### config.mk
export PLATFORM = sky130hd
export DESIGN_NAME = m6502_alu
export DESIGN_NICKNAME = d
export VERILOG_FILES = /design/src/rtl/core/m6502_pkg.sv /design/src/rtl/core/m6502_alu.sv
export SDC_FILE = /design/constraint.sdc
export NUM_CORES = 1
export LEC_CHECK = 0
export BUFFER_PORTS_ARGS = -buffer_cell sky130_fd_sc_hd__buf_4
export CORE_MARGIN = 2
export CORE_UTILIZATION = 40
export DETAILED_ROUTE_END_ITERATION = 6
export PLACE_DENSITY = 0.61
export SYNTH_ARGS = -nofsm -noshare
export SYNTH_HDL_FRONTEND = slang
export SYNTH_SLANG_ARGS = --single-unit
### constraint.sdc
create_clock -name vclk -period 8.2
set_input_delay 0.41 -clock vclk [all_inputs]
set_output_delay 0.41 -clock vclk [all_outputs]
set_load 0.005 [all_outputs]
### src/rtl/core/m6502_pkg.sv
// shared types, codes and the opcode decoder of the 6502 executor
package m6502_pkg;

   // status bit positions
   localparam int FLAG_C = 0;
   localparam int FLAG_Z = 1;
   localparam int FLAG_I = 2;
   localparam int FLAG_D = 3;
   localparam int FLAG_B = 4;
   localparam int FLAG_U = 5;
   localparam int FLAG_V = 6;
   localparam int FLAG_N = 7;

   localparam logic [7:0] MASK_U = 8'h20;
   localparam logic [7:0] MASK_BU = 8'h30;
   localparam logic [7:0] MASK_BI = 8'h14;

   // command codes of the request beat
   localparam logic [1:0] CMD_EXEC = 2'd0;
   localparam logic [1:0] CMD_WRITE = 2'd1;
   localparam logic [1:0] CMD_READ = 2'd2;

   // shared unit operations
   localparam logic [3:0] ALU_MOV = 4'd0;
   localparam logic [3:0] ALU_PASS = 4'd1;
   localparam logic [3:0] ALU_OR = 4'd2;
   localparam logic [3:0] ALU_AND = 4'd3;
   localparam logic [3:0] ALU_EOR = 4'd4;
   localparam logic [3:0] ALU_ADC = 4'd5;
   localparam logic [3:0] ALU_SBC = 4'd6;
   localparam logic [3:0] ALU_CMP = 4'd7;
   localparam logic [3:0] ALU_BIT = 4'd8;
   localparam logic [3:0] ALU_ASL = 4'd9;
   localparam logic [3:0] ALU_ROL = 4'd10;
   localparam logic [3:0] ALU_LSR = 4'd11;
   localparam logic [3:0] ALU_ROR = 4'd12;
   localparam logic [3:0] ALU_INC = 4'd13;
   localparam logic [3:0] ALU_DEC = 4'd14;

   // instruction kinds
   localparam logic [3:0] K_ILL = 4'd0;
   localparam logic [3:0] K_READ = 4'd1;
   localparam logic [3:0] K_STORE = 4'd2;
   localparam logic [3:0] K_RMW = 4'd3;
   localparam logic [3:0] K_IMPL = 4'd4;
   localparam logic [3:0] K_FLAG = 4'd5;
   localparam logic [3:0] K_BRANCH = 4'd6;
   localparam logic [3:0] K_PUSH = 4'd7;
   localparam logic [3:0] K_PULL = 4'd8;
   localparam logic [3:0] K_JMP = 4'd9;
   localparam logic [3:0] K_JMPI = 4'd10;
   localparam logic [3:0] K_JSR = 4'd11;
   localparam logic [3:0] K_RTS = 4'd12;
   localparam logic [3:0] K_RTI = 4'd13;
   localparam logic [3:0] K_BRK = 4'd14;

   // addressing modes
   localparam logic [3:0] M_IMP = 4'd0;
   localparam logic [3:0] M_IMM = 4'd1;
   localparam logic [3:0] M_ZP = 4'd2;
   localparam logic [3:0] M_ZPX = 4'd3;
   localparam logic [3:0] M_ZPY = 4'd4;
   localparam logic [3:0] M_ABS = 4'd5;
   localparam logic [3:0] M_ABSX = 4'd6;
   localparam logic [3:0] M_ABSY = 4'd7;
   localparam logic [3:0] M_INDX = 4'd8;
   localparam logic [3:0] M_INDY = 4'd9;
   localparam logic [3:0] M_REL = 4'd10;

   // register selects
   localparam logic [2:0] R_A = 3'd0;
   localparam logic [2:0] R_X = 3'd1;
   localparam logic [2:0] R_Y = 3'd2;
   localparam logic [2:0] R_S = 3'd3;
   localparam logic [2:0] R_P = 3'd4;
   localparam logic [2:0] R_NONE = 3'd5;

   typedef struct packed {
      logic [3:0] kind;
      logic [3:0] mode;
      logic [3:0] alu;
      logic [2:0] src;
      logic [2:0] dst;
      logic [7:0] fmask;
      logic       fval;
   } dec_type;

   // mode from the middle opcode field of the regular groups
   function automatic logic [3:0] m6502_mode(input logic [2:0] b);
      logic [3:0] m;
      case (b)
         3'd0: m = M_INDX;
         3'd1: m = M_ZP;
         3'd2: m = M_IMM;
         3'd3: m = M_ABS;
         3'd4: m = M_INDY;
         3'd5: m = M_ZPX;
         3'd6: m = M_ABSY;
         default: m = M_ABSX;
      endcase
      return m;
   endfunction

   function automatic dec_type m6502_decode(input logic [7:0] op);
      dec_type d;
      logic [2:0] fa;
      logic [2:0] fb;
      logic [1:0] fc;
      fa = op[7:5];
      fb = op[4:2];
      fc = op[1:0];
      d = '{kind: K_ILL, mode: M_IMP, alu: ALU_MOV, src: R_A, dst: R_NONE,
            fmask: 8'h00, fval: 1'b0};
      if (fc == 2'd1 && op != 8'h89) begin
         // accumulator group
         d.mode = m6502_mode(fb);
         d.kind = K_READ;
         d.dst = R_A;
         unique case (fa)
            3'd0: d.alu = ALU_OR;
            3'd1: d.alu = ALU_AND;
            3'd2: d.alu = ALU_EOR;
            3'd3: d.alu = ALU_ADC;
            3'd4: begin
               d.kind = K_STORE;
               d.dst = R_NONE;
            end
            3'd5: d.alu = ALU_PASS;
            3'd6: begin
               d.alu = ALU_CMP;
               d.dst = R_NONE;
            end
            default: d.alu = ALU_SBC;
         endcase
      end else if (fc == 2'd2 && fa < 3'd4 && (fb[0] || fb == 3'd2)) begin
         // shifts and rotates
         unique case (fa[1:0])
            2'd0: d.alu = ALU_ASL;
            2'd1: d.alu = ALU_ROL;
            2'd2: d.alu = ALU_LSR;
            default: d.alu = ALU_ROR;
         endcase
         if (fb == 3'd2) begin
            d.kind = K_IMPL;
            d.dst = R_A;
         end else begin
            d.kind = K_RMW;
            d.mode = m6502_mode(fb);
         end
      end else if (fc == 2'd2 && fa >= 3'd6 && fb[0]) begin
         d.kind = K_RMW;
         d.mode = m6502_mode(fb);
         d.alu = (fa == 3'd6) ? ALU_DEC : ALU_INC;
      end else if (op[4:0] == 5'h10) begin
         d.kind = K_BRANCH;
         d.mode = M_REL;
      end else begin
         unique case (op)
            8'h86: d = '{K_STORE, M_ZP, ALU_MOV, R_X, R_NONE, 8'h00, 1'b0};
            8'h8E: d = '{K_STORE, M_ABS, ALU_MOV, R_X, R_NONE, 8'h00, 1'b0};
            8'h96: d = '{K_STORE, M_ZPY, ALU_MOV, R_X, R_NONE, 8'h00, 1'b0};
            8'h84: d = '{K_STORE, M_ZP, ALU_MOV, R_Y, R_NONE, 8'h00, 1'b0};
            8'h8C: d = '{K_STORE, M_ABS, ALU_MOV, R_Y, R_NONE, 8'h00, 1'b0};
            8'h94: d = '{K_STORE, M_ZPX, ALU_MOV, R_Y, R_NONE, 8'h00, 1'b0};
            8'hA2: d = '{K_READ, M_IMM, ALU_PASS, R_X, R_X, 8'h00, 1'b0};
            8'hA6: d = '{K_READ, M_ZP, ALU_PASS, R_X, R_X, 8'h00, 1'b0};
            8'hAE: d = '{K_READ, M_ABS, ALU_PASS, R_X, R_X, 8'h00, 1'b0};
            8'hB6: d = '{K_READ, M_ZPY, ALU_PASS, R_X, R_X, 8'h00, 1'b0};
            8'hBE: d = '{K_READ, M_ABSY, ALU_PASS, R_X, R_X, 8'h00, 1'b0};
            8'hA0: d = '{K_READ, M_IMM, ALU_PASS, R_Y, R_Y, 8'h00, 1'b0};
            8'hA4: d = '{K_READ, M_ZP, ALU_PASS, R_Y, R_Y, 8'h00, 1'b0};
            8'hAC: d = '{K_READ, M_ABS, ALU_PASS, R_Y, R_Y, 8'h00, 1'b0};
            8'hB4: d = '{K_READ, M_ZPX, ALU_PASS, R_Y, R_Y, 8'h00, 1'b0};
            8'hBC: d = '{K_READ, M_ABSX, ALU_PASS, R_Y, R_Y, 8'h00, 1'b0};
            8'hE0: d = '{K_READ, M_IMM, ALU_CMP, R_X, R_NONE, 8'h00, 1'b0};
            8'hE4: d = '{K_READ, M_ZP, ALU_CMP, R_X, R_NONE, 8'h00, 1'b0};
            8'hEC: d = '{K_READ, M_ABS, ALU_CMP, R_X, R_NONE, 8'h00, 1'b0};
            8'hC0: d = '{K_READ, M_IMM, ALU_CMP, R_Y, R_NONE, 8'h00, 1'b0};
            8'hC4: d = '{K_READ, M_ZP, ALU_CMP, R_Y, R_NONE, 8'h00, 1'b0};
            8'hCC: d = '{K_READ, M_ABS, ALU_CMP, R_Y, R_NONE, 8'h00, 1'b0};
            8'h24: d = '{K_READ, M_ZP, ALU_BIT, R_A, R_NONE, 8'h00, 1'b0};
            8'h2C: d = '{K_READ, M_ABS, ALU_BIT, R_A, R_NONE, 8'h00, 1'b0};
            8'h18: d = '{K_FLAG, M_IMP, ALU_MOV, R_A, R_NONE, 8'h01, 1'b0};
            8'h38: d = '{K_FLAG, M_IMP, ALU_MOV, R_A, R_NONE, 8'h01, 1'b1};
            8'h58: d = '{K_FLAG, M_IMP, ALU_MOV, R_A, R_NONE, 8'h04, 1'b0};
            8'h78: d = '{K_FLAG, M_IMP, ALU_MOV, R_A, R_NONE, 8'h04, 1'b1};
            8'hB8: d = '{K_FLAG, M_IMP, ALU_MOV, R_A, R_NONE, 8'h40, 1'b0};
            8'hD8: d = '{K_FLAG, M_IMP, ALU_MOV, R_A, R_NONE, 8'h08, 1'b0};
            8'hF8: d = '{K_FLAG, M_IMP, ALU_MOV, R_A, R_NONE, 8'h08, 1'b1};
            8'hAA: d = '{K_IMPL, M_IMP, ALU_PASS, R_A, R_X, 8'h00, 1'b0};
            8'hA8: d = '{K_IMPL, M_IMP, ALU_PASS, R_A, R_Y, 8'h00, 1'b0};
            8'hBA: d = '{K_IMPL, M_IMP, ALU_PASS, R_S, R_X, 8'h00, 1'b0};
            8'h8A: d = '{K_IMPL, M_IMP, ALU_PASS, R_X, R_A, 8'h00, 1'b0};
            8'h9A: d = '{K_IMPL, M_IMP, ALU_MOV, R_X, R_S, 8'h00, 1'b0};
            8'h98: d = '{K_IMPL, M_IMP, ALU_PASS, R_Y, R_A, 8'h00, 1'b0};
            8'hE8: d = '{K_IMPL, M_IMP, ALU_INC, R_X, R_X, 8'h00, 1'b0};
            8'hC8: d = '{K_IMPL, M_IMP, ALU_INC, R_Y, R_Y, 8'h00, 1'b0};
            8'hCA: d = '{K_IMPL, M_IMP, ALU_DEC, R_X, R_X, 8'h00, 1'b0};
            8'h88: d = '{K_IMPL, M_IMP, ALU_DEC, R_Y, R_Y, 8'h00, 1'b0};
            8'hEA: d = '{K_IMPL, M_IMP, ALU_MOV, R_A, R_NONE, 8'h00, 1'b0};
            8'h48: d = '{K_PUSH, M_IMP, ALU_MOV, R_A, R_NONE, 8'h00, 1'b0};
            8'h08: d = '{K_PUSH, M_IMP, ALU_MOV, R_P, R_NONE, 8'h00, 1'b0};
            8'h68: d = '{K_PULL, M_IMP, ALU_PASS, R_A, R_A, 8'h00, 1'b0};
            8'h28: d = '{K_PULL, M_IMP, ALU_MOV, R_A, R_P, 8'h00, 1'b0};
            8'h4C: d = '{K_JMP, M_ABS, ALU_MOV, R_A, R_NONE, 8'h00, 1'b0};
            8'h6C: d = '{K_JMPI, M_ABS, ALU_MOV, R_A, R_NONE, 8'h00, 1'b0};
            8'h20: d = '{K_JSR, M_ABS, ALU_MOV, R_A, R_NONE, 8'h00, 1'b0};
            8'h60: d = '{K_RTS, M_IMP, ALU_MOV, R_A, R_NONE, 8'h00, 1'b0};
            8'h40: d = '{K_RTI, M_IMP, ALU_MOV, R_A, R_NONE, 8'h00, 1'b0};
            8'h00: d = '{K_BRK, M_IMP, ALU_MOV, R_A, R_NONE, 8'h00, 1'b0};
            default: d.kind = K_ILL;
         endcase
      end
      return d;
   endfunction

endpackage

### src/rtl/core/m6502_alu.sv
// shared 8-bit arithmetic, logic and shift unit with status update
module m6502_alu (
   input  logic [3:0] op,
   input  logic [7:0] a_in,
   input  logic [7:0] b_in,
   input  logic [7:0] flags_in,
   output logic [7:0] result,
   output logic [7:0] flags_out
);
   import m6502_pkg::*;

   logic [7:0] b_eff;
   logic [8:0] sum;
   logic [8:0] diff;
   logic       cin;

   // adder shared by adc and sbc, subtractor for compare
   always_comb begin
      cin = flags_in[FLAG_C];
      b_eff = (op == ALU_SBC) ? ~b_in : b_in;
      sum = {1'b0, a_in} + {1'b0, b_eff} + {8'd0, cin};
      diff = {1'b0, a_in} - {1'b0, b_in};
   end

   // result and flags
   always_comb begin
      result = b_in;
      flags_out = flags_in;
      unique case (op)
         ALU_MOV: result = b_in;
         ALU_PASS: result = b_in;
         ALU_OR: result = a_in | b_in;
         ALU_AND: result = a_in & b_in;
         ALU_EOR: result = a_in ^ b_in;
         ALU_ADC, ALU_SBC: begin
            result = sum[7:0];
            flags_out[FLAG_C] = sum[8];
            flags_out[FLAG_V] = (~(a_in[7] ^ b_eff[7])) & (a_in[7] ^ sum[7]);
         end
         ALU_CMP: begin
            result = diff[7:0];
            flags_out[FLAG_C] = ~diff[8];
         end
         ALU_BIT: begin
            result = b_in;
            flags_out[FLAG_V] = b_in[6];
         end
         ALU_ASL: begin
            result = {a_in[6:0], 1'b0};
            flags_out[FLAG_C] = a_in[7];
         end
         ALU_ROL: begin
            result = {a_in[6:0], cin};
            flags_out[FLAG_C] = a_in[7];
         end
         ALU_LSR: begin
            result = {1'b0, a_in[7:1]};
            flags_out[FLAG_C] = a_in[0];
         end
         ALU_ROR: begin
            result = {cin, a_in[7:1]};
            flags_out[FLAG_C] = a_in[0];
         end
         ALU_INC: result = a_in + 8'd1;
         ALU_DEC: result = a_in - 8'd1;
         default: result = b_in;
      endcase
      // n and z for everything but plain moves
      if (op == ALU_BIT) begin
         flags_out[FLAG_N] = b_in[7];
         flags_out[FLAG_Z] = (a_in & b_in) == 8'd0;
      end else if (op != ALU_MOV) begin
         flags_out[FLAG_N] = result[7];
         flags_out[FLAG_Z] = result == 8'd0;
      end
   end

endmodule

==> results_dict.tcl, run 1 <==
set metrics [dict create \
    hold_start "flags_in[3]" \
    critPathKind "input port to output pin" \
    setup_viol 0 \
    dpl.hpwl_um 6090 \
    hp-class "input port to output pin" \
    core_area_sq_um 5820 \
    yosysWarnings 0 \
    drtIter0Drc 456 \
    max_slew.worst_pin.slew_ps 812 \
    status "finished clean" \
    postSynthAreaPerCell_sq_um 6.88 \
    final_nets 432 \
    ctsResizeCount 0 \
    gp_congestion 0.929 \
    ant_nets 0 \
    p_sw_frac 0.574 \
    grt_start_max_net_pins 51 \
    min_period_ps 4720 \
    antenna_found_initial 0 \
    crit_chain "buf_4 > inv_1 > nand2_1 > nor3_2 > buf_4 > xnor2_1 > fa_1 > inv_1 > fa_1 > xor2_1 > a2bb2oi_1 > a21oi_1 > o21a_1 > o32a_1 > nor4_1 > nand2_1 > o41ai_2 > buf_4" \
    cp.arrival_ps 4310 \
    hold_slack_ps 820 \
    seqPwrFrac 0 \
    worstPathRequired_ps 7790 \
    setup_tns_ps 0 \
    synthesis.nets 415 \
    worstHoldPathCells 0 \
    diodes 0 \
    port_buffers 36 \
    dr.pass1.iters 6 \
    wl_um 7810 \
    clkbuf_count 0 \
    drc 0 \
    cts_hold_buf 0 \
    num_vias 2684 \
    maxSlewViolCount 0 \
    critical-path-max-stage-delay_ps 410 \
    grt-ovfl-total 0 \
    crit_path_frequent_cell "buf_4" \
    p_leak_nw 1.17 \
    ys_types 62 \
    start_kind "input port" \
    max_clock_freq_mhz 212 \
    clkPwrFrac 0 \
    netlist_area_sq_um 2370 \
    cp_top_family "compound AO/OA/AOI/OAI gates" \
    final_common_cell "ha_1" \
    register_area_sq_um 0 \
    syn_inst 345 \
    power.switching_uw 101 \
    wl_per_cell_um 17.9 \
    ys_seq_area_frac 0 \
    post_route_cells_drive_above_1_share 0.128 \
    die_area_sq_um 6560 \
    cp_slowest_cell "fa_1" \
    maxCapViolCount 0 \
    rows 28 \
    die_h_um 81.0 \
    grt_usage 0.243 \
    internal_power_uw 75.2 \
    grt_pass1_wl_um 12400 \
    via_per_inst 6.17 \
    cp-end-kind "output pin" \
    cp_max_fo 39 \
    power.density_nw_per_um2 67.1 \
    max_slew_margin 0.452 \
    die_w_um 81.0 \
    power_frac_comb 1.000 \
    cp.buffers_inverters 5 \
    mostFrequentLayoutCells "38 x ha_1, 37 x buf_4, 32 x nor2_1, 28 x inv_1" \
    nFillCells 644 \
    hold_viol 0 \
    grt_pass1_vias 2444 \
    worstHoldEndpoint "flags_out[3]" \
    initial_core_util 0.408 \
    finalCritPeriodShare 0.575 \
    seq_cell_count 0 \
    peakVddDrop_v 0.0000273 \
    io_pins 44 \
    power_uw 177 \
    rsz0062_at_grt "no" \
    cts_setup_buffers 0 \
    syn2layout_area_growth_pct 11.0 \
    postLayoutCoreUtil 0.453 \
]
==> kinds of logic (layout without fill, tap and decap cells) <==
group | count (synthesis) | after routing | synth area share
compound gates | 121 | 121 | 0.352
simple gates | 101 | 101 | 0.210
buf+inv | 52 | 67 | 0.0944
fa+ha+maj | 42 | 42 | 0.234
xor+xnor | 25 | 25 | 0.0923
mux | 4 | 4 | 0.0174
==> cells in the mapped netlist (4+ instances only) <==
| cell type | number | area [sq um] |
|---|---|---|
| ha_1 | 38 | 475 |
| nor2_1 | 32 | 120 |
| inv_1 | 28 | 105 |
| a21oi_1 | 24 | 120 |
| o21ai_0 | 24 | 120 |
| nand2_1 | 21 | 78.8 |
| xnor2_1 | 19 | 166 |
| nor3_1 | 12 | 60.1 |
| a31oi_1 | 11 | 68.8 |
| buf_2 | 11 | 55.1 |
| nand3_1 | 8 | 40.0 |
| o22ai_1 | 7 | 43.8 |
| clkbuf_1 | 6 | 22.5 |
| nor2b_1 | 6 | 37.5 |
| xor2_1 | 6 | 52.6 |
| a211oi_1 | 5 | 37.5 |
| a22oi_1 | 5 | 37.5 |
| o21bai_1 | 5 | 37.5 |
| a21o_1 | 4 | 30.0 |
| buf_4 | 4 | 30.0 |
| fa_1 | 4 | 80.1 |
| nand2b_1 | 4 | 25.0 |
| nor4_1 | 4 | 25.0 |
| o31ai_1 | 4 | 30.0 |
==> stage by stage <==
step / worst slack (ps) / instance area [sq um] / instances
finish: 3480 / 2630 / 435
CTS: 3550 / 2630 / 435
global route: 3210 / 2630 / 435
detailed placement: 3590 / 2630 / 435
global placement: 3700 / 2630 / 435
floorplan: 4110 / 2370 / 345
==> per-layer routing <==
layer,share of wire,global-route usage,vias to the layer above,wire length [um]
met2,0.45,0.401,128,3490
met1,0.45,0.338,1240,3490
met3,0.079,0.0189,14,620
li1,-,-,1302,-
met4,0.026,0.0661,0,203
met5,0,0,-,0
==> power groups by stage <==
stage               Sequential (mW)  Combinational, mW  Clock, mW
floorplan                         0              0.117          0
global placement                  0              0.173          0
detailed placement                0              0.173          0
CTS                               0              0.174          0
global route                      0              0.194          0
finish                            0              0.177          0
==> worst max-delay path by stage <==
| stage | start | slack, ps | cells past startpoint | endpoint |
|---|---|---|---|---|
| finish | op[3] | 3480 | 18 | flags_out[1] |
| CTS | op[3] | 3550 | 18 | flags_out[1] |
| global placement | op[3] | 3700 | 18 | flags_out[1] |
| global route | op[3] | 3210 | 18 | flags_out[1] |
| detailed placement | op[3] | 3590 | 18 | flags_out[1] |
| floorplan | op[0] | 4110 | 16 | flags_out[1] |
==> cell type report <==
type	instances	area (sq um)	share of cell area
inverter	30	113	0.0428
timing repair buffer	37	278	0.106
multi-input combinational	293	2150	0.816
tap	75	93.8	0.0356
Note: power is estimated with default switching activity, not from simulation.
==> inputs of run 2 (changes only) <==
clock period = 4.4 ns   (was 8.2 ns; I/O delays follow)
==> results_dict.tcl, run 2 (synthesized netlist as in run 1, its figures left out) <==
set metrics [dict create \
    register_area_sq_um 0 \
    cp.arrival_ps 3770 \
    grt_util_met2 0.417 \
    syn2layout_area_growth_pct 12.2 \
    final_nets 436 \
    via_per_inst 6.16 \
    setup_viol 0 \
    initial_core_util 0.408 \
    hold_viol 0 \
    die_w_um 81.0 \
    rsz0062_at_grt "no" \
    hold_start "flags_in[3]" \
    ctsResizeCount 0 \
    worstPathRequired_ps 4180 \
    cp_max_fo 30 \
    ant_nets 0 \
    wl_per_cell_um 18.0 \
    dr.pass1.iters 5 \
    status "finished clean" \
    grt_pass1_vias 2453 \
    placed_cells 439 \
    grt_pass1_wl_um 12500 \
    finalCritPeriodShare 0.906 \
    critPathKind "input port to output pin" \
    cts_hold_buf 0 \
    hp-class "input port to output pin" \
    peakVddDrop_v 0.0000456 \
    fin_cells 439 \
    gp_congestion 0.916 \
    cp-end-kind "output pin" \
    post_route_cells_drive_above_1_share 0.137 \
    dpl.hpwl_um 6230 \
    rows 28 \
    grt_use_met3 0.0156 \
    core_area_sq_um 5820 \
    max_slew.worst_pin.slew_ps 740 \
    grt_start_max_net_pins 51 \
    final_common_cell "buf_4" \
    die_area_sq_um 6560 \
    die_h_um 81.0 \
    antenna_found_initial 0 \
    power_uw 332 \
    cts_setup_buffers 0 \
    power.density_nw_per_um2 125 \
    grt_usage 0.244 \
    drc 0 \
    diodes 0 \
    start_kind "input port" \
    met1_usage 0.330 \
    drtIter0Drc 259 \
    io_pins 44 \
    busiest_layer "met2" \
    maxSlewViolCount 0 \
    num_vias 2703 \
    setup_tns_ps 0 \
    seq_cell_count 0 \
    critPathCapture "flags_out[1]" \
    grt-ovfl-total 0 \
    max_clock_freq_mhz 251 \
    p_leak_nw 1.19 \
    max_slew_margin 0.506 \
    startpoint "op[1]" \
    mostFrequentLayoutCells "41 x buf_4, 38 x ha_1, 32 x nor2_1, 28 x inv_1" \
    maxCapViolCount 0 \
    port_buffers 36 \
    clkbuf_count 0 \
    wl_um 7910 \
    min_period_ps 3990 \
]
## run 2: cell count changes in the layout (fill, tap and decap cells not counted)
cell / previous run / this run
buf_4: 37 / 41
## run 2: layout make-up
type / instances / area (sq um)
tap: 75 / 93.8
inverter: 30 / 113
fill: 627 / 3150
multi-input combinational: 293 / 2150
timing repair buffer: 41 / 308
## run 2: metal layers
layer,part of all wire,vias up
li1,-,1303
met1,0.44,1249
met2,0.45,131
met3,0.073,20
met4,0.033,0
met5,0,-
## run 2: worst min-delay path by stage
stage | to | slack, ps | depth (start not counted)
floorplan | flags_out[2] | 520 | 1
global placement | flags_out[2] | 440 | 0
detailed placement | flags_out[2] | 440 | 0
CTS | flags_out[2] | 440 | 0
global route | flags_out[5] | 440 | 0
finish | flags_out[3] | 440 | 0
## run 2: where the power goes
part / internal, mW / total [mW] / switching (mW)
clock: 0 / 0 / 0
sequential: 0 / 0 / 0
combinational: 0.143 / 0.332 / 0.190
## run 2: worst max-delay path, stage by stage
cell	delay [ps]
buf_4	280
inv_1	260
nor3_2	290
xnor2_1	160
fa_1	240
inv_1	60
fa_1	410
xor2_1	180
a2bb2oi_1	180
a21oi_1	100
o21a_1	190
o32a_1	360
nor4_1	300
nand2_1	140
o41ai_2	240
buf_4	170
## run 2: metrics by stage
stage,hold WS [ps],util,worst slack (ps),cell area (sq um)
after floorplan,521,-,693,2370
after global placement,440,0.458,578,2660
after detailed placement,440,0.458,498,2660
after CTS,440,0.458,476,2660
after global routing,440,0.458,242,2660
final,440,0.458,414,2660
==> inputs of run 3 (changes only) <==
CORE_ASPECT_RATIO = 0.75   (was not set)
CORE_MARGIN = not set   (was 2)
CORE_UTILIZATION = 55   (was 40)
PLACE_DENSITY = 0.79   (was 0.61)
==> results_dict.tcl, run 3 (synthesized netlist as in run 1, its figures left out) <==
set metrics [dict create \
    multi_input_comb_area_sq_um 2150 \
    worstPathRequired_ps 4180 \
    num_vias 2705 \
    m1WireLength_um 3370 \
    cp-end-kind "output pin" \
    hold_viol 0 \
    setup_tns_ps 0 \
    gp_congestion 0.962 \
    peakVddDrop_v 0.0000659 \
    wl_met3_um 827 \
    setup_viol 0 \
    drc 0 \
    dpl.hpwl_um 5800 \
    grt_usage 0.341 \
    max_slew_margin 0.469 \
    nFillCells 386 \
    power_uw 335 \
    via_per_inst 6.49 \
    crit_chain "buf_4 > inv_1 > nor3_2 > xnor2_1 > fa_1 > inv_1 > fa_1 > xor2_1 > a2bb2oi_1 > a21oi_1 > o21a_1 > o32a_1 > nor4_1 > nand2_1 > o41ai_2 > buf_4" \
    maxSlewViolCount 0 \
    mostFrequentLayoutCells "39 x buf_4, 38 x ha_1, 32 x nor2_1, 28 x inv_1" \
    register_area_sq_um 0 \
    cts_hold_buf 0 \
    dr.pass1.iters 6 \
    io_pins 44 \
    cp_max_fo 30 \
    drtIter0Drc 425 \
    hp-class "input port to output pin" \
    critical-path-max-stage-delay_ps 420 \
    worstHoldPathCells 0 \
    start_kind "input port" \
    final_area_sq_um 2620 \
    grt_start_max_net_pins 51 \
    max_slew.worst_pin.slew_ps 795 \
    syn2layout_area_growth_pct 10.5 \
    port_buffers 36 \
    cts_setup_buffers 0 \
    clkbuf_count 0 \
    grt-ovfl-total 0 \
    seq_cell_count 0 \
    cp_slowest_cell "fa_1" \
    ant_nets 0 \
    maxCapViolCount 0 \
    max_clock_freq_mhz 257 \
    routed.top_layer "met4" \
    die_area_sq_um 4580 \
    die_w_um 77.8 \
    cp.arrival_ps 3670 \
    rows 20 \
    critPathKind "input port to output pin" \
    finalCritPeriodShare 0.883 \
    grt_pass1_vias 2369 \
    grt_pass1_wl_um 12100 \
    rsz0062_at_grt "no" \
    post_route_cells_drive_above_1_share 0.133 \
    diodes 0 \
    min_period_ps 3890 \
    wl_per_cell_um 18.1 \
    final_common_cell "buf_4" \
    p_leak_nw 1.18 \
    wl_met2_um 3220 \
    final_nets 434 \
    wl_um 7550 \
    antenna_found_initial 0 \
    ctsResizeCount 0 \
    die_h_um 58.9 \
    core_area_sq_um 4100 \
    place_area_sq_um 2620 \
    power.density_nw_per_um2 128 \
    status "finished clean" \
    initial_core_util 0.578 \
]
[run 3: cell count changes in the layout (fill, tap and decap cells not counted), sizes merged]
cell  delta
buf      -2
[run 3: metrics by stage]
stage	hold slack [ps]	instances	utilization	worst slack (ps)
floorplan	521	345	-	693
global placement	440	417	0.639	595
detailed placement	440	417	0.639	556
CTS	440	417	0.639	542
global route	440	417	0.639	266
finish	440	417	0.639	515
[run 3: area by class of cell]
type | count | share of cell area
multi-input cells | 293 | 0.819
repair buffers | 39 | 0.112
inverters | 30 | 0.0429
well taps | 55 | 0.0262
[run 3: power breakdown]
group | leakage, nW | switching [mW] | internal (mW) | total [mW]
combinational | 1.18 | 0.191 | 0.144 | 0.335
clock | 0 | 0 | 0 | 0
sequential | 0 | 0 | 0 | 0
total | 1.18 | 0.191 | 0.144 | 0.335
[run 3: critical path, delay by kind of cell]
kind	cells	cell delay (ps)
AO/OA/AOI/OAI	5	1050
buffers and inverters	4	740
AND/OR/NAND/NOR	3	650
adder cells (fa/ha/maj)	2	650
XOR/XNOR	2	350
[run 3: worst paths after layout]
check	from	endpoint	slack [ps]
setup / recovery	op[1]	flags_out[1]	510
hold / removal	flags_in[4]	flags_out[4]	440
[run 3: metal layers]
metal / up-vias / global-route usage
met1: 1247 / 0.509
li1: 1304 / -
met4: 0 / 0.0674
met3: 8 / 0.0450
met2: 146 / 0.522
met5: - / 0
